==> src/hw/rtl/assert_macros.svh <==
// Assertion macros shared by the sliding window maximum RTL.
// Plain text macros only; no other dependencies.
`ifndef ASSERT_MACROS_SVH
`define ASSERT_MACROS_SVH

// Same-cycle implication, disabled during reset.
`define SWM_ASSERT_IMP(label, clk, rst_n, ante, cons, msg) \
    label: assert property (@(posedge clk) disable iff (!rst_n) (ante) |-> (cons)) \
        else $error(msg);

// Next-cycle implication, disabled during reset.
`define SWM_ASSERT_NXT(label, clk, rst_n, ante, cons, msg) \
    label: assert property (@(posedge clk) disable iff (!rst_n) (ante) |=> (cons)) \
        else $error(msg);

`endif

==> src/hw/rtl/swm_pkg.sv <==
// Package for the sliding window maximum unit: default sizes and the
// cell control struct. No dependencies.
package swm_pkg;

    localparam int MAX_WINDOW_DEF   = 64;
    localparam int SAMPLE_WIDTH_DEF = 32;
    localparam int CFG_WIDTH        = 7;

    // Broadcast from the top level to every cell of the candidate chain.
    typedef struct packed {
        logic step;   // an item is accepted this cycle
        logic clear;  // item starts a new sequence
        logic pop;    // front candidate leaves, chain shifts towards front
        logic full;   // chain full, drop front and put sample at back
    } swm_cell_ctrl_t;

endpackage

==> src/hw/rtl/swm_history.sv <==
// Ring of recent samples: one write port, one registered read port with
// write-to-read bypass. Depends on swm_pkg for defaults.
module swm_history #(
    parameter int SAMPLE_WIDTH = swm_pkg::SAMPLE_WIDTH_DEF,
    parameter int DEPTH        = swm_pkg::MAX_WINDOW_DEF,
    localparam int AW          = (DEPTH > 1) ? $clog2(DEPTH) : 1
) (
    input  logic                           clk,
    input  logic                           rst_n,
    input  logic                           we,
    input  logic [AW-1:0]                  waddr,
    input  logic signed [SAMPLE_WIDTH-1:0] wdata,
    input  logic [AW-1:0]                  raddr,
    output logic signed [SAMPLE_WIDTH-1:0] rdata
);
    import swm_pkg::*;

    logic signed [SAMPLE_WIDTH-1:0] mem [DEPTH];
    logic signed [SAMPLE_WIDTH-1:0] rd_reg;
    logic signed [SAMPLE_WIDTH-1:0] byp_data_reg;
    logic                           byp_reg;

    always_ff @(posedge clk)
    begin
        if (we)
        begin
            mem[waddr] <= wdata;
        end
        rd_reg       <= mem[raddr];
        byp_data_reg <= wdata;
    end

    // read of the entry written in the same cycle returns the new sample
    always_ff @(posedge clk or negedge rst_n)
    begin
        if (!rst_n)
        begin
            byp_reg <= 1'b0;
        end
        else
        begin
            byp_reg <= we && (raddr == waddr);
        end
    end

    assign rdata = byp_reg ? byp_data_reg : rd_reg;

endmodule

==> config.mk <==
export PLATFORM = sky130hd
export DESIGN_NAME = swm_history
export DESIGN_NICKNAME = d
export VERILOG_FILES = /design/src/hw/rtl/assert_macros.svh /design/src/hw/rtl/swm_pkg.sv /design/src/hw/rtl/swm_history.sv
export SDC_FILE = /design/constraint.sdc
export NUM_CORES = 2
export LEC_CHECK = 0
export BUFFER_PORTS_ARGS = -buffer_cell sky130_fd_sc_hd__buf_2
export CORE_MARGIN = 10
export CORE_UTILIZATION = 30
export CTS_CLUSTER_SIZE = 10
export DETAILED_ROUTE_END_ITERATION = 6
export MAX_ROUTING_LAYER = met4
export PLACE_DENSITY_LB_ADDON = 0.12
export SLEW_MARGIN = 20
export SYNTH_ARGS = -nofsm -noshare
export SYNTH_HDL_FRONTEND = slang
export SYNTH_SLANG_ARGS = --single-unit
==> constraint.sdc <==
create_clock -name clk -period 1.7 [get_ports clk]
set_input_delay 0.085 -clock clk [delete_from_list [all_inputs] [get_ports clk]]
set_output_delay 0.085 -clock clk [all_outputs]
set_load 0.01 [all_outputs]
After elaboration in Yosys (flattened, before gate mapping). Memory sizes are Yosys's and may differ from the RTL's. A register that Yosys moved wholly into a read port is not among the register bits. Index checks and enable logic that the tools add are counted.

Eq/ne operators: 1. Mux-type cells: 3. Reduce and logical (&&, ||, !) cells: 1.

Operators by type and width (number): two-way mux 32 bit (1); == test 6 bit (1); two-way mux 1 bit (2); logical AND 1 bit (1).

Bits in registers: 33. Memory bits (writable): 2048. Word-level logic and storage cells: 8. Memories: 1.

Memories: mem (words 64, bits a word 32, read ports 1, clocked after Yosys merged registers in 1, write ports 1, line swm_history.sv:18) `logic signed [SAMPLE_WIDTH-1:0] mem [DEPTH];`.

Logic depth before layout (Yosys ltp).
Depth after elaboration: 2. Mapped depth: 10. Gate-level depth less buffers: 5.

Worst setup path after synthesis. Ideal clock, no wire load.

Kind: input to register. Start point: input waddr[3]. End point: memory mem[48][0] in the netlist's numbering, enable pin. Setup time: 0.461 ns. Arrival: 2.812 ns. Slack: -1.573 ns. Cell stages on the path: 4. Buffers on the path: 1. Cell sequence: clkbuf_1 nor2b_1 nand4b_1 nor3_1.

RTL lines: start: declaration (line swm_history.sv:11) `input logic [AW-1:0] waddr,`; end: declaration (line swm_history.sv:18).

Straight into the memory's write port.

Worst setup path after layout.
Start point: register byp_reg. End point: output rdata[22].

Longest elaborated chain between the ends: 1.

RTL lines: start: declaration (line swm_history.sv:21) `logic byp_reg;`; start signal: assignment (line swm_history.sv:42) `byp_reg <= we && (raddr == waddr);`; two-way mux 32 bit (line swm_history.sv:46) `assign rdata = byp_reg ? byp_data_reg : rd_reg;`; end: declaration (line swm_history.sv:14) `output logic signed [SAMPLE_WIDTH-1:0] rdata`.

No other way between the ends.

==> results.md <==
- The flow ran to the end, but the final reports show violations.
- The checks that failed: DRC, setup timing.
- Cells with a size suffix above 1 make up 38.0% of the layout.
- The width of the die is approximately 540 um.
- The global-route wire length before repair is about 350 mm.
- The flip-flop cell with the highest count after synthesis is edfxtp_1.
- The number of antenna violations at the first check in global routing is 12.
- The clock power share is between 40% and 50%.
- By area the synthesized netlist is led by edfxtp_1 (77%), mux4_2 (13%), mux2i_1 (1.6%).
- In the post-synthesis netlist, the cell with the most instances is edfxtp_1.
- The synthesized cell area is 79900 um2.
- In this run, the combinational gates consume 6.5% of the power.
- Of the total power, registers draw 51.3%.
- The count of state elements after synthesis is 2113.
- Counting flops with an async set or reset pin after synthesis yields a share of 0.0473%.
- Before CTS, the worst setup slack after placement is -1220 ps.
- At the worst endpoint, the arrival time is 2180 ps.
- The region available for standard cell placement spans 265000 um2.
- The remaining antenna violation count after routing is 0.
- The internal power summed over all cells is around 90 mW.
- The commonest cells after synthesis are edfxtp_1 (2048), mux4_2 (454), mux2i_1 (130).
- The final-layout worst hold slack is 77.5 ps.
- The source-to-sink clock delay at the later pin of the worst-skew pair is 880 ps.
- The top cell type by total area after synthesis is edfxtp_1.
- Counting along the longest clock path gives a buffer depth of 3.
- In this run the tightest slew margin relative to its limit is 49.7%.
- The buffers inserted during post-CTS setup optimization is 0.
- The smallest clock period supported by the final layout is computed as about 2300 ps.
- The top fanout value on the critical path is 13.
- STA classifies the critical path startpoint as a flip-flop.
- After detailed routing, the number of remaining DRC violations is 1.
- The share of total power consumed by net switching is 22.0%.
- The final count of hold timing violations is 0.
- For this configuration, the core starts out at a cell density of between 30% and 40%.
- The H-tree was split into 4 levels.
- The die covers 287000 um2.
- The number of I/O pins is between 70 and 80.
- The cell area power density is about 1100 nW/um2.
- Across every metal layer, demand over resource in global routing totals 17.5%.
- The global placer's final weighted congestion is 0.751.
- Setup violations remaining at the end of the flow were counted as 46.
- The path type of the worst setup path is flip-flop to primary output.
- The path type of the worst min-delay path is input port to flip-flop.
- The area growth from synthesis to layout is 26.1%.
- Data on the critical path is required at its endpoint by around 1600 ps.
- The via count of the first global-routing pass was 42659.
- The number of distinct library cells after synthesis is 45.
- The fraction of post-synthesis cell area in the top cell type by area is 76.9%.
- The warning count from the yosys run is 0.
- The clock sink count is ~2100.
- In the post-route analysis, the smallest setup slack over all paths is -561 ps.
- The final layout contains 4476 nets.
- After clock tree synthesis, the clock-pin slew on the worst setup and hold paths is 60 ps.
- The number of vias per cell after detailed routing is 4.99.
- Counting the fill cells in the layout gives about 24000.
- The count of vias placed by the detailed router is 40574.
- Between clock sinks in the finished design, the worst skew comes to 59.5 ps.
- The transition time at the pin with the least slew margin is 755 ps.
- The count of input and output buffers is 78.
- The count of final max-slew check failures is 0.
- Averaged over all synthesized cells, the footprint is 22.3 um2.
- For this design the total switching power over the nets is ~25 mW.
- The number of nets in the synthesized netlist is 3629.
- Entering global routing, the biggest net connects 66 pins.
- The number of CTS-inserted buffers is 239.
- The upper clock frequency limit is approximately 440 MHz.
- The detailed-router iteration count before antenna repair is 7.
- Across the VDD grid, the largest voltage drop is 0.00114 V.
- The cell at the root of the clock tree is clkbuf_16.
- The fraction of the cycle the final worst path needs is 133%.
- The height of the die is 536 um.
- The wire length per cell is approximately 30 um.
- The sequential element share of the synthesized area is between 70 and 80%.
- The number of enable-type register cells in the synthesized netlist is 2048.
- The critical path endpoint category is a primary output.
- After technology mapping, the gate count stands at 3582.
- The flip-flop count of the largest register after layout is 2048.
- Summed over all layers, the routed wires come to between 200 and 250 mm.
- Setup repair after global routing could not meet its margin everywhere.
- Summed over all layers, the global routing overflow is 0.
- TritonCTS built the clock tree.
- The detailed placement HPWL is 160 mm.
- The initialized floorplan defines about 190 standard-cell rows.
- The leakage power summed over all cells is 32.4 nW.
- The count of maximum capacitance violations is 0.
- After the first detailed-routing iteration, the DRC count stood at around 3700.
[cell type report]
type | count | area (um2) | area share (%)
diodes | 3 | 7.51 | 0.00745
clock buffers | 390 | 6740 | 6.68
clock inverters | 25 | 354 | 0.351
inverters | 1 | 3.75 | 0.00372
multi-input cells | 1264 | 17400 | 17.2
flip-flops and latches | 2113 | 62800 | 62.3
well taps | 3533 | 4420 | 4.38
repair buffers | 810 | 9100 | 9.02
[per-stage QoR]
stage / TNS (ps) / cell area, um2 / util (%) / total power, mW / std cells
final: -17640 / 101000 / 38.0 / 113 / 8139
after global routing: -21220 / 101000 / 38.0 / 117 / 8137
after CTS: -21550 / 101000 / 37.9 / 114 / 8137
after detailed placement: -49210 / 92400 / 34.8 / 66.1 / 7678
after global placement: -55550 / 92400 / 34.8 / 66.1 / 7678
after floorplan: -225890 / 80600 / - / 61.8 / 3582
[critical path: stages (launching register included)]
cell	delay, ps
dfrtp_4	510
buf_12	190
mux2_2	410
buf_2	160
[cells in the final DEF (no fill, tap or decap), types with 7 or more instances in the layout]
master,netlist,layout
buf_4,16,444
o22ai_2,0,7
mux2i_1,130,128
nand3_1,69,58
dfxtp_1,64,64
clkinv_1,1,7
mux4_2,454,454
mux2_2,76,51
nand2b_1,9,8
buf_6,13,25
dlygate4sd3_1,0,49
nor2b_1,22,12
a22oi_1,52,27
nor2b_4,0,7
a22oi_2,0,25
nand4_1,49,49
and3_1,13,10
a211oi_2,0,9
a21oi_1,19,14
mux2_4,0,25
nor2_1,85,19
edfxtp_1,2048,2048
nand3_4,0,9
buf_12,2,233
nand2_1,72,66
o221ai_1,51,44
buf_2,69,55
a221o_1,23,23
clkbuf_1,85,133
nor2_4,0,63
clkbuf_16,0,240
clkbuf_8,0,17
o22ai_1,67,54
[final timing paths]
check                                     end  slack, ps                  start  cells after the start
min                         rd_reg[6]$_DFF_P_         80               raddr[4]                      4
max reg2reg                rd_reg[27]$_DFF_P_       -320  mem[51][27]$_DFFE_PP_                      4
min reg2reg                rd_reg[20]$_DFF_P_        840  mem[40][20]$_DFFE_PP_                      4
max                                 rdata[22]       -560      byp_reg$_DFF_PN0_                      3
min in group asynchronous   byp_reg$_DFF_PN0_        120                  rst_n                      3
max in group asynchronous   byp_reg$_DFF_PN0_       1410                  rst_n                      3
[cells by family after synthesis]
kind of cell    count (synthesis)  synth area share [%]
xor+xnor                        6                0.0658
mux                           660                  15.5
simple gates                  341                  2.06
compound gates                257                  2.42
buf+inv                       205                  1.38
flops                        2113                  78.6
[layer usage]
layer	GRT usage, %	part of all wire (%)	vias to the layer above
li1	-	-	16981
met1	23.8	45	22366
met2	28.4	49	960
met3	2.35	4.0	267
met4	3.10	1.6	0
met5	-	0	-
[power groups by stage]
stage	clock [mW]	sequential, mW	combinational (mW)
5_1_grt	51.0	57.9	7.85
6_report	47.5	57.8	7.36
2_1_floorplan	0	58.8	3.07
3_3_place_gp	0	58.9	7.13
4_1_cts	48.8	57.9	7.54
3_5_place_dp	0	58.9	7.15
[timing repair]
action / CTS / global route
hold buffers: 48 / 2
resized for setup: 140 / 41
pin swaps: 56 / 30
cloned: 0 / 0
endpoints found under the setup margin: 57 / 60
endpoints found under the hold margin: 2213 / 1
No activity file was read; power rests on OpenSTA's default activity.
