--- config.mk ---
export PLATFORM = sky130hd
export DESIGN_NAME = swm_cell
export DESIGN_NICKNAME = d
export VERILOG_FILES = /design/src/hw/rtl/assert_macros.svh /design/src/hw/rtl/swm_pkg.sv /design/src/hw/rtl/swm_cell.sv
export SDC_FILE = /design/constraint.sdc
export NUM_CORES = 1
export LEC_CHECK = 0
export BUFFER_PORTS_ARGS = -buffer_cell sky130_fd_sc_hd__buf_2
export CORE_MARGIN = 3
export CORE_UTILIZATION = 45
export CTS_CLUSTER_SIZE = 14
export DETAILED_ROUTE_END_ITERATION = 8
export PLACE_DENSITY = 0.79
export SYNTH_ARGS = -nofsm -noshare
export SYNTH_HDL_FRONTEND = slang
export SYNTH_SLANG_ARGS = --single-unit
--- constraint.sdc ---
create_clock -name clk -period 4.6 [get_ports clk]
set_clock_uncertainty 0.1 [all_clocks]
set_input_delay 0.92 -clock clk [delete_from_list [all_inputs] [get_ports clk]]
set_output_delay 0.92 -clock clk [all_outputs]
set_load 0.005 [all_outputs]
--- src/hw/rtl/assert_macros.svh ---
// Assertion macros shared by the sliding window maximum RTL.
// Plain text macros only; no other dependencies.
`ifndef ASSERT_MACROS_SVH
`define ASSERT_MACROS_SVH

// Same-cycle implication, disabled during reset.
`define SWM_ASSERT_IMP(label, clk, rst_n, ante, cons, msg) \
    label: assert property (@(posedge clk) disable iff (!rst_n) (ante) |-> (cons)) \
        else $error(msg);

// Next-cycle implication, disabled during reset.
`define SWM_ASSERT_NXT(label, clk, rst_n, ante, cons, msg) \
    label: assert property (@(posedge clk) disable iff (!rst_n) (ante) |=> (cons)) \
        else $error(msg);

`endif

--- src/hw/rtl/swm_pkg.sv ---
// Package for the sliding window maximum unit: default sizes and the
// cell control struct. No dependencies.
package swm_pkg;

    localparam int MAX_WINDOW_DEF   = 64;
    localparam int SAMPLE_WIDTH_DEF = 32;
    localparam int CFG_WIDTH        = 7;

    // Broadcast from the top level to every cell of the candidate chain.
    typedef struct packed {
        logic step;   // an item is accepted this cycle
        logic clear;  // item starts a new sequence
        logic pop;    // front candidate leaves, chain shifts towards front
        logic full;   // chain full, drop front and put sample at back
    } swm_cell_ctrl_t;

endpackage

--- src/hw/rtl/swm_cell.sv ---
// One candidate cell of the monotonic queue chain.
// Depends on swm_pkg (swm_cell_ctrl_t).
module swm_cell #(
    parameter int SAMPLE_WIDTH = swm_pkg::SAMPLE_WIDTH_DEF
) (
    input  logic                           clk,
    input  logic                           rst_n,
    input  swm_pkg::swm_cell_ctrl_t        ctrl,
    input  logic signed [SAMPLE_WIDTH-1:0] sample,
    input  logic                           right_valid,
    input  logic signed [SAMPLE_WIDTH-1:0] right_data,
    input  logic                           left_kept,
    output logic                           valid,
    output logic signed [SAMPLE_WIDTH-1:0] data,
    output logic                           kept,
    output logic signed [SAMPLE_WIDTH-1:0] data_next
);
    import swm_pkg::*;

    logic                           valid_reg;
    logic signed [SAMPLE_WIDTH-1:0] data_reg;
    logic                           valid_next;
    logic                           cur_valid;
    logic signed [SAMPLE_WIDTH-1:0] cur_data;
    logic                           kill;
    logic                           append;

    always_comb
    begin
        // view after an optional front pop
        cur_valid = ctrl.clear ? 1'b0 : (ctrl.pop ? right_valid : valid_reg);
        cur_data  = ctrl.pop ? right_data : data_reg;
        kill      = cur_valid && (sample > cur_data);
        kept      = cur_valid && !kill;
        append    = !kept && left_kept;
        if (ctrl.full)
        begin
            valid_next = 1'b1;
            data_next  = right_data;
        end
        else
        begin
            valid_next = kept || append;
            data_next  = append ? sample : cur_data;
        end
    end

    always_ff @(posedge clk or negedge rst_n)
    begin
        if (!rst_n)
        begin
            valid_reg <= 1'b0;
        end
        else if (ctrl.step)
        begin
            valid_reg <= valid_next;
        end
    end

    always_ff @(posedge clk)
    begin
        if (ctrl.step)
        begin
            data_reg <= data_next;
        end
    end

    assign valid = valid_reg;
    assign data  = data_reg;

endmodule

# After elaboration in Yosys (flattened, before gate mapping)
# Cells that the tools add are included.
[op_classes]
magnitude_cmp = 1
n_mux = 6
n_reduce_logical = 6
[ops]
columns = ["cell", "count"]
rows = [
  ["$mux W32", 3],
  ["$gt A32 B32 Y1", 1],
  ["$logic_and A1 B1 Y1", 3],
  ["$mux W1", 3],
  ["$logic_not A1 Y1", 2],
  ["$logic_or A1 B1 Y1", 1],
]
[word_totals]
reg_bits = 33
inputBits = 72
output_inout_bits = 66
elab_cells = 15

# Depth between registers and ports, before layout
[logic_depth]
depth_word = 9
mapped_depth = 12
ltp_nobuf = 9

# Least setup slack after synthesis
# OpenSTA, ideal clock, no wires.
[synth_timing]
path_type = "input-to-output"
from = "input ctrl[1] (netlist bit)"
to = "output data_next[10]"
arrival_ps = 3908
required_ps = 3580
slack_ps = -328
cell_stages = 11
path_buffers = 3
cell_sequence = "clkbuf_1 -> clkbuf_1 -> mux2i_1 -> ha_1 -> nand4_2 -> or4_4 -> o21a_1 -> o31a_4 -> o31a_1 -> buf_6 -> o211a_1"
[synth_between]
elab_chain_len = 9
elab_cells_between_ends = 11
classes_between = "order compare (1); mux (5); reduce/logical (5)"
[synth_rtl]
columns = ["element", "line_no", "rtl"]
rows = [
  ["start: declaration", "swm_cell.sv:8", "input swm_pkg::swm_cell_ctrl_t ctrl,"],
  ["$mux W32 / $mux W1 (equally long branches)", "swm_cell.sv:32, swm_cell.sv:31", ""],
  ["$gt A32 B32 Y1 / $mux W1 (equally long branches)", "swm_cell.sv:33, swm_cell.sv:31", ""],
  ["$logic_and A1 B1 Y1", "swm_cell.sv:33", "kill = cur_valid && (sample > cur_data);"],
  ["$logic_not A1 Y1", "swm_cell.sv:34", "kept = cur_valid && !kill;"],
  ["$logic_and A1 B1 Y1", "swm_cell.sv:34", ""],
  ["$logic_not A1 Y1", "swm_cell.sv:35", "append = !kept && left_kept;"],
  ["$logic_and A1 B1 Y1", "swm_cell.sv:35", ""],
  ["$mux W32 (*)", "swm_cell.sv:44", "data_next = append ? sample : cur_data;"],
  ["$mux W32 (*)", "swm_cell.sv:36", "if (ctrl.full)"],
  ["end: declaration", "swm_cell.sv:16", "output logic signed [SAMPLE_WIDTH-1:0] data_next"],
]
# Every way passes the cells marked *; elsewhere a longest branch is shown, timed or not.

# Worst setup path in the final report
[layout_timing]
from = "input ctrl[1] (netlist bit)"
to = "output data_next[29]"
# Same word-level chain as after synthesis.

==> results by group <==
Outcome
  – Status: complete, but fails checks
  – Failing checks: setup timing

Placed design
  – Dpl hpwl: 7440 um
  – IO Port Bufs: 137
  – DP Cell Count: 577
  – Gpl congestion: 0.835

Die
  – Chip width: 92.2 um
  – I/O Pins: 138
  – Die area: 0.00850 mm2
  – Starting Density: 47.9%
  – Y dimension of the die: 92.2 um
  – Row count: 30
  – Core Area: 0.00698 mm2

Synth
  – Yosys reg bits: 33
  – Mapped Cells: 349
  – Syn. warnings: 0
  – Top cell type's share of synthesized area: 28.7%
  – Main synth FF type: edfxtp_1
  – Cell variety after synth: 38
  – Asr flop ratio synth: 3.03%
  – Post-synth EDFFs: 32
  – Area leader, netlist: edfxtp_1
  – Synth area leaders: edfxtp_1 29%, ha_1 12%, nand2b_1 12%
  – Avg Inst Size Synth: 9.58 um2
  – Net Count, Synth: 453
  – Mapped Area: 0.00334 mm2
  – Register area share after synthesis: 29.5%

Detailed routing
  – Iter 0 DRT Violations: 229
  – Vias: 3,515
  – DRT Pass-1 Iters: 5
  – # DRC: 0
  – WL/cell: 18.2 um
  – Drt total wl: 11,000 um
  – Antenna Nets Post-Route: 0
  – Routed vias/inst: 5.84

Clocking
  – Clock sinks: 33
  – TritonCTS Buffers: 5
  – Clock slew seen by the registers of the worst setup and hold paths: 0.07 ns
  – Clock Latency Late Sink: 0.28 ns
  – H-tree depth: 2
  – CTS Buffer Depth: 2
  – Hold Buf Count CTS: 0
  – CTS tree: yes
  – Clock Tree Root: clkbuf_8

Critical path
  – Setup CP Type: in2out
  – R2R depth: 11
  – Critical path required time: 3.58 ns
  – Worst Path Arrival: 3.78 ns
  – Crit path launch type: primary input
  – Crit path max fanout: 18
  – R2r setup slk: 1.36 ns
  – Reg2reg end: data[10]$_DFFE_PP_
  – RR Startpoint: data[31]$_DFFE_PP_
  – CP endpoint kind: output port

Timing
  – Final setup margin: -0.195 ns
  – Fmax: 209 MHz
  – Final Hold Vio Count: 0
  – Hold WS: 0.300 ns
  – Final slew viol count: 0
  – RSZ-0062 raised after global routing: true
  – Final period utilization: 104%
  – Fin crit period: 4.80 ns
  – Final setup viols: 32
  – Slew @ Worst Pin: 0.873 ns
  – Worst rel slew slack: 41.7%

Global routing
  – Number of global-route vias before repair: 3,481
  – Total congestion overflow: 0
  – Largest net degree at the start of global routing: 64
  – Total Routing Usage GR: 24.7%
  – First-pass GRT wire length: 17,100 um
  – Initial antenna violation count: 0

Final layout
  – Filler cells: 552
  – Final #Nets: 609
  – Layout Cells excl Fill: 602
  – Area Growth Syn to Fin: 46.6%
  – Fin util: 70.2%
  – N_diodes: 0
  – Max reg flops: 32
  – Share of cells above drive strength 1: 44.3%

Hold path
  – Hold Path Class: in2async

Power
  – Pleak: 2.16 nW
  – Logic pwr share: 45.2%
  – Net switching power: 0.392 mW
  – Internal power: 0.741 mW
  – Clock Power Share: 21.0%
  – Pwr/cell area: 231 mW/mm2
  – Max rail drop VDD: 0.000145 V
  – Sequential share of power: 33.8%
  – Net Sw Frac: 34.6%

Flow run
  – Max-cap viol count: 0
-- worst max path at each step --
stage          startpoint            end  slack (ns)  cells after the start
2_1_floorplan     ctrl[1]   data_next[0]        0.09                     12
3_3_place_gp      ctrl[1]  data_next[22]       -0.15                     13
3_5_place_dp      ctrl[1]  data_next[20]       -0.22                     13
4_1_cts           ctrl[1]   data_next[5]       -0.10                     13
5_1_grt           ctrl[1]   data_next[8]       -0.32                     15
6_report          ctrl[1]  data_next[29]       -0.20                     12
-- power by group through the flow --
| stage | clock (mW) | combinational [mW] | sequential [mW] |
|---|---|---|---|
| after floorplan | 0 | 0.229 | 0.385 |
| after global placement | 0 | 0.402 | 0.384 |
| after detailed placement | 0 | 0.412 | 0.384 |
| after CTS | 0.243 | 0.459 | 0.381 |
| after global routing | 0.253 | 0.560 | 0.386 |
| final | 0.238 | 0.513 | 0.383 |
-- worst max-delay path, stage by stage --
cell and delay (ns):
buf_12 0.13, buf_12 0.15, mux2i_4 0.20, ha_4 0.28, nand4_1 0.16, or4_4 0.56, o21a_1 0.22, o31a_4 0.13
buf_12 0.16, o311ai_0 0.49, o211a_1 0.25, buf_2 0.11
-- cells by family (layout without fill, tap and decap cells) --
| family | after synthesis | count (layout) | synth area share, % |
|---|---|---|---|
| adder cells (fa/ha/maj) | 32 | 32 | 12.0 |
| AO/OA/AOI/OAI | 93 | 93 | 23.6 |
| AND/OR/NAND/NOR | 125 | 125 | 20.6 |
| flip-flops | 33 | 33 | 29.5 |
| buffers and inverters | 33 | 190 | 4.49 |
| multiplexers | 33 | 33 | 9.91 |
-- routing by layer --
layer,vias up,wire length [um],global-route usage [%]
met3,15,742,3.86
met1,1676,4420,32.3
li1,1665,-,-
met2,159,5670,41.8
met5,-,0,0
met4,0,134,7.43
-- Yosys cell counts (2+ instances only) --
master and n:
nand3_1 3, ha_1 32, clkbuf_1 21, nand4_1 7
inv_1 4, o311ai_0 31, nand2_1 9, o21ai_0 3
nand2b_1 62, nor2_1 35, buf_6 3, nor3_1 2
o211a_1 31, nor2b_1 2, mux2i_1 32, edfxtp_1 32
o211ai_1 2, buf_2 3, buf_1 2, a21oi_1 15
-- cell usage in the layout, fill, tap and decap left out, types with 4 or more instances in the layout --
cell	count
buf_2	136
nand2_1	9
ha_4	8
mux2i_4	11
o211a_1	31
nand2b_1	62
buf_6	9
a21oi_1	11
edfxtp_1	32
ha_1	24
o311ai_1	7
buf_4	25
mux2i_1	16
nor2_1	35
a21oi_2	4
mux2i_2	5
buf_12	5
o311ai_0	22
nand4_1	7
clkbuf_8	6
-- what timing repair did --
item                                    in CTS  in global routing
setup buffers                                3                 10
resized for setup                           46                 34
pin swaps                                    5                 22
cloned                                       3                  2
endpoints found under the setup margin      32                 33
-- area by class of cell --
cell class                      count  area [um2]  area share (%)
Sequential cell                    33         986            20.1
Timing Repair Buffer              178        1150            23.4
Multi-Input combinational cell    283        2540            51.9
Inverter                            4        15.0           0.306
Tap cell                           96         120            2.45
Clock buffer                        8        90.1            1.84
-- per-stage QoR --
stage | power [mW] | setup slack, ns | setup TNS (ns) | area, um2
after floorplan | 0.614 | 0.0950 | 0 | 3370
after global placement | 0.786 | -0.147 | -3.43 | 4240
after detailed placement | 0.796 | -0.221 | -5.43 | 4240
after CTS | 1.08 | -0.104 | -2.65 | 4620
after global routing | 1.20 | -0.322 | -8.43 | 4900
final | 1.13 | -0.195 | -4.49 | 4900
No activity file was read; power rests on OpenSTA's default activity.
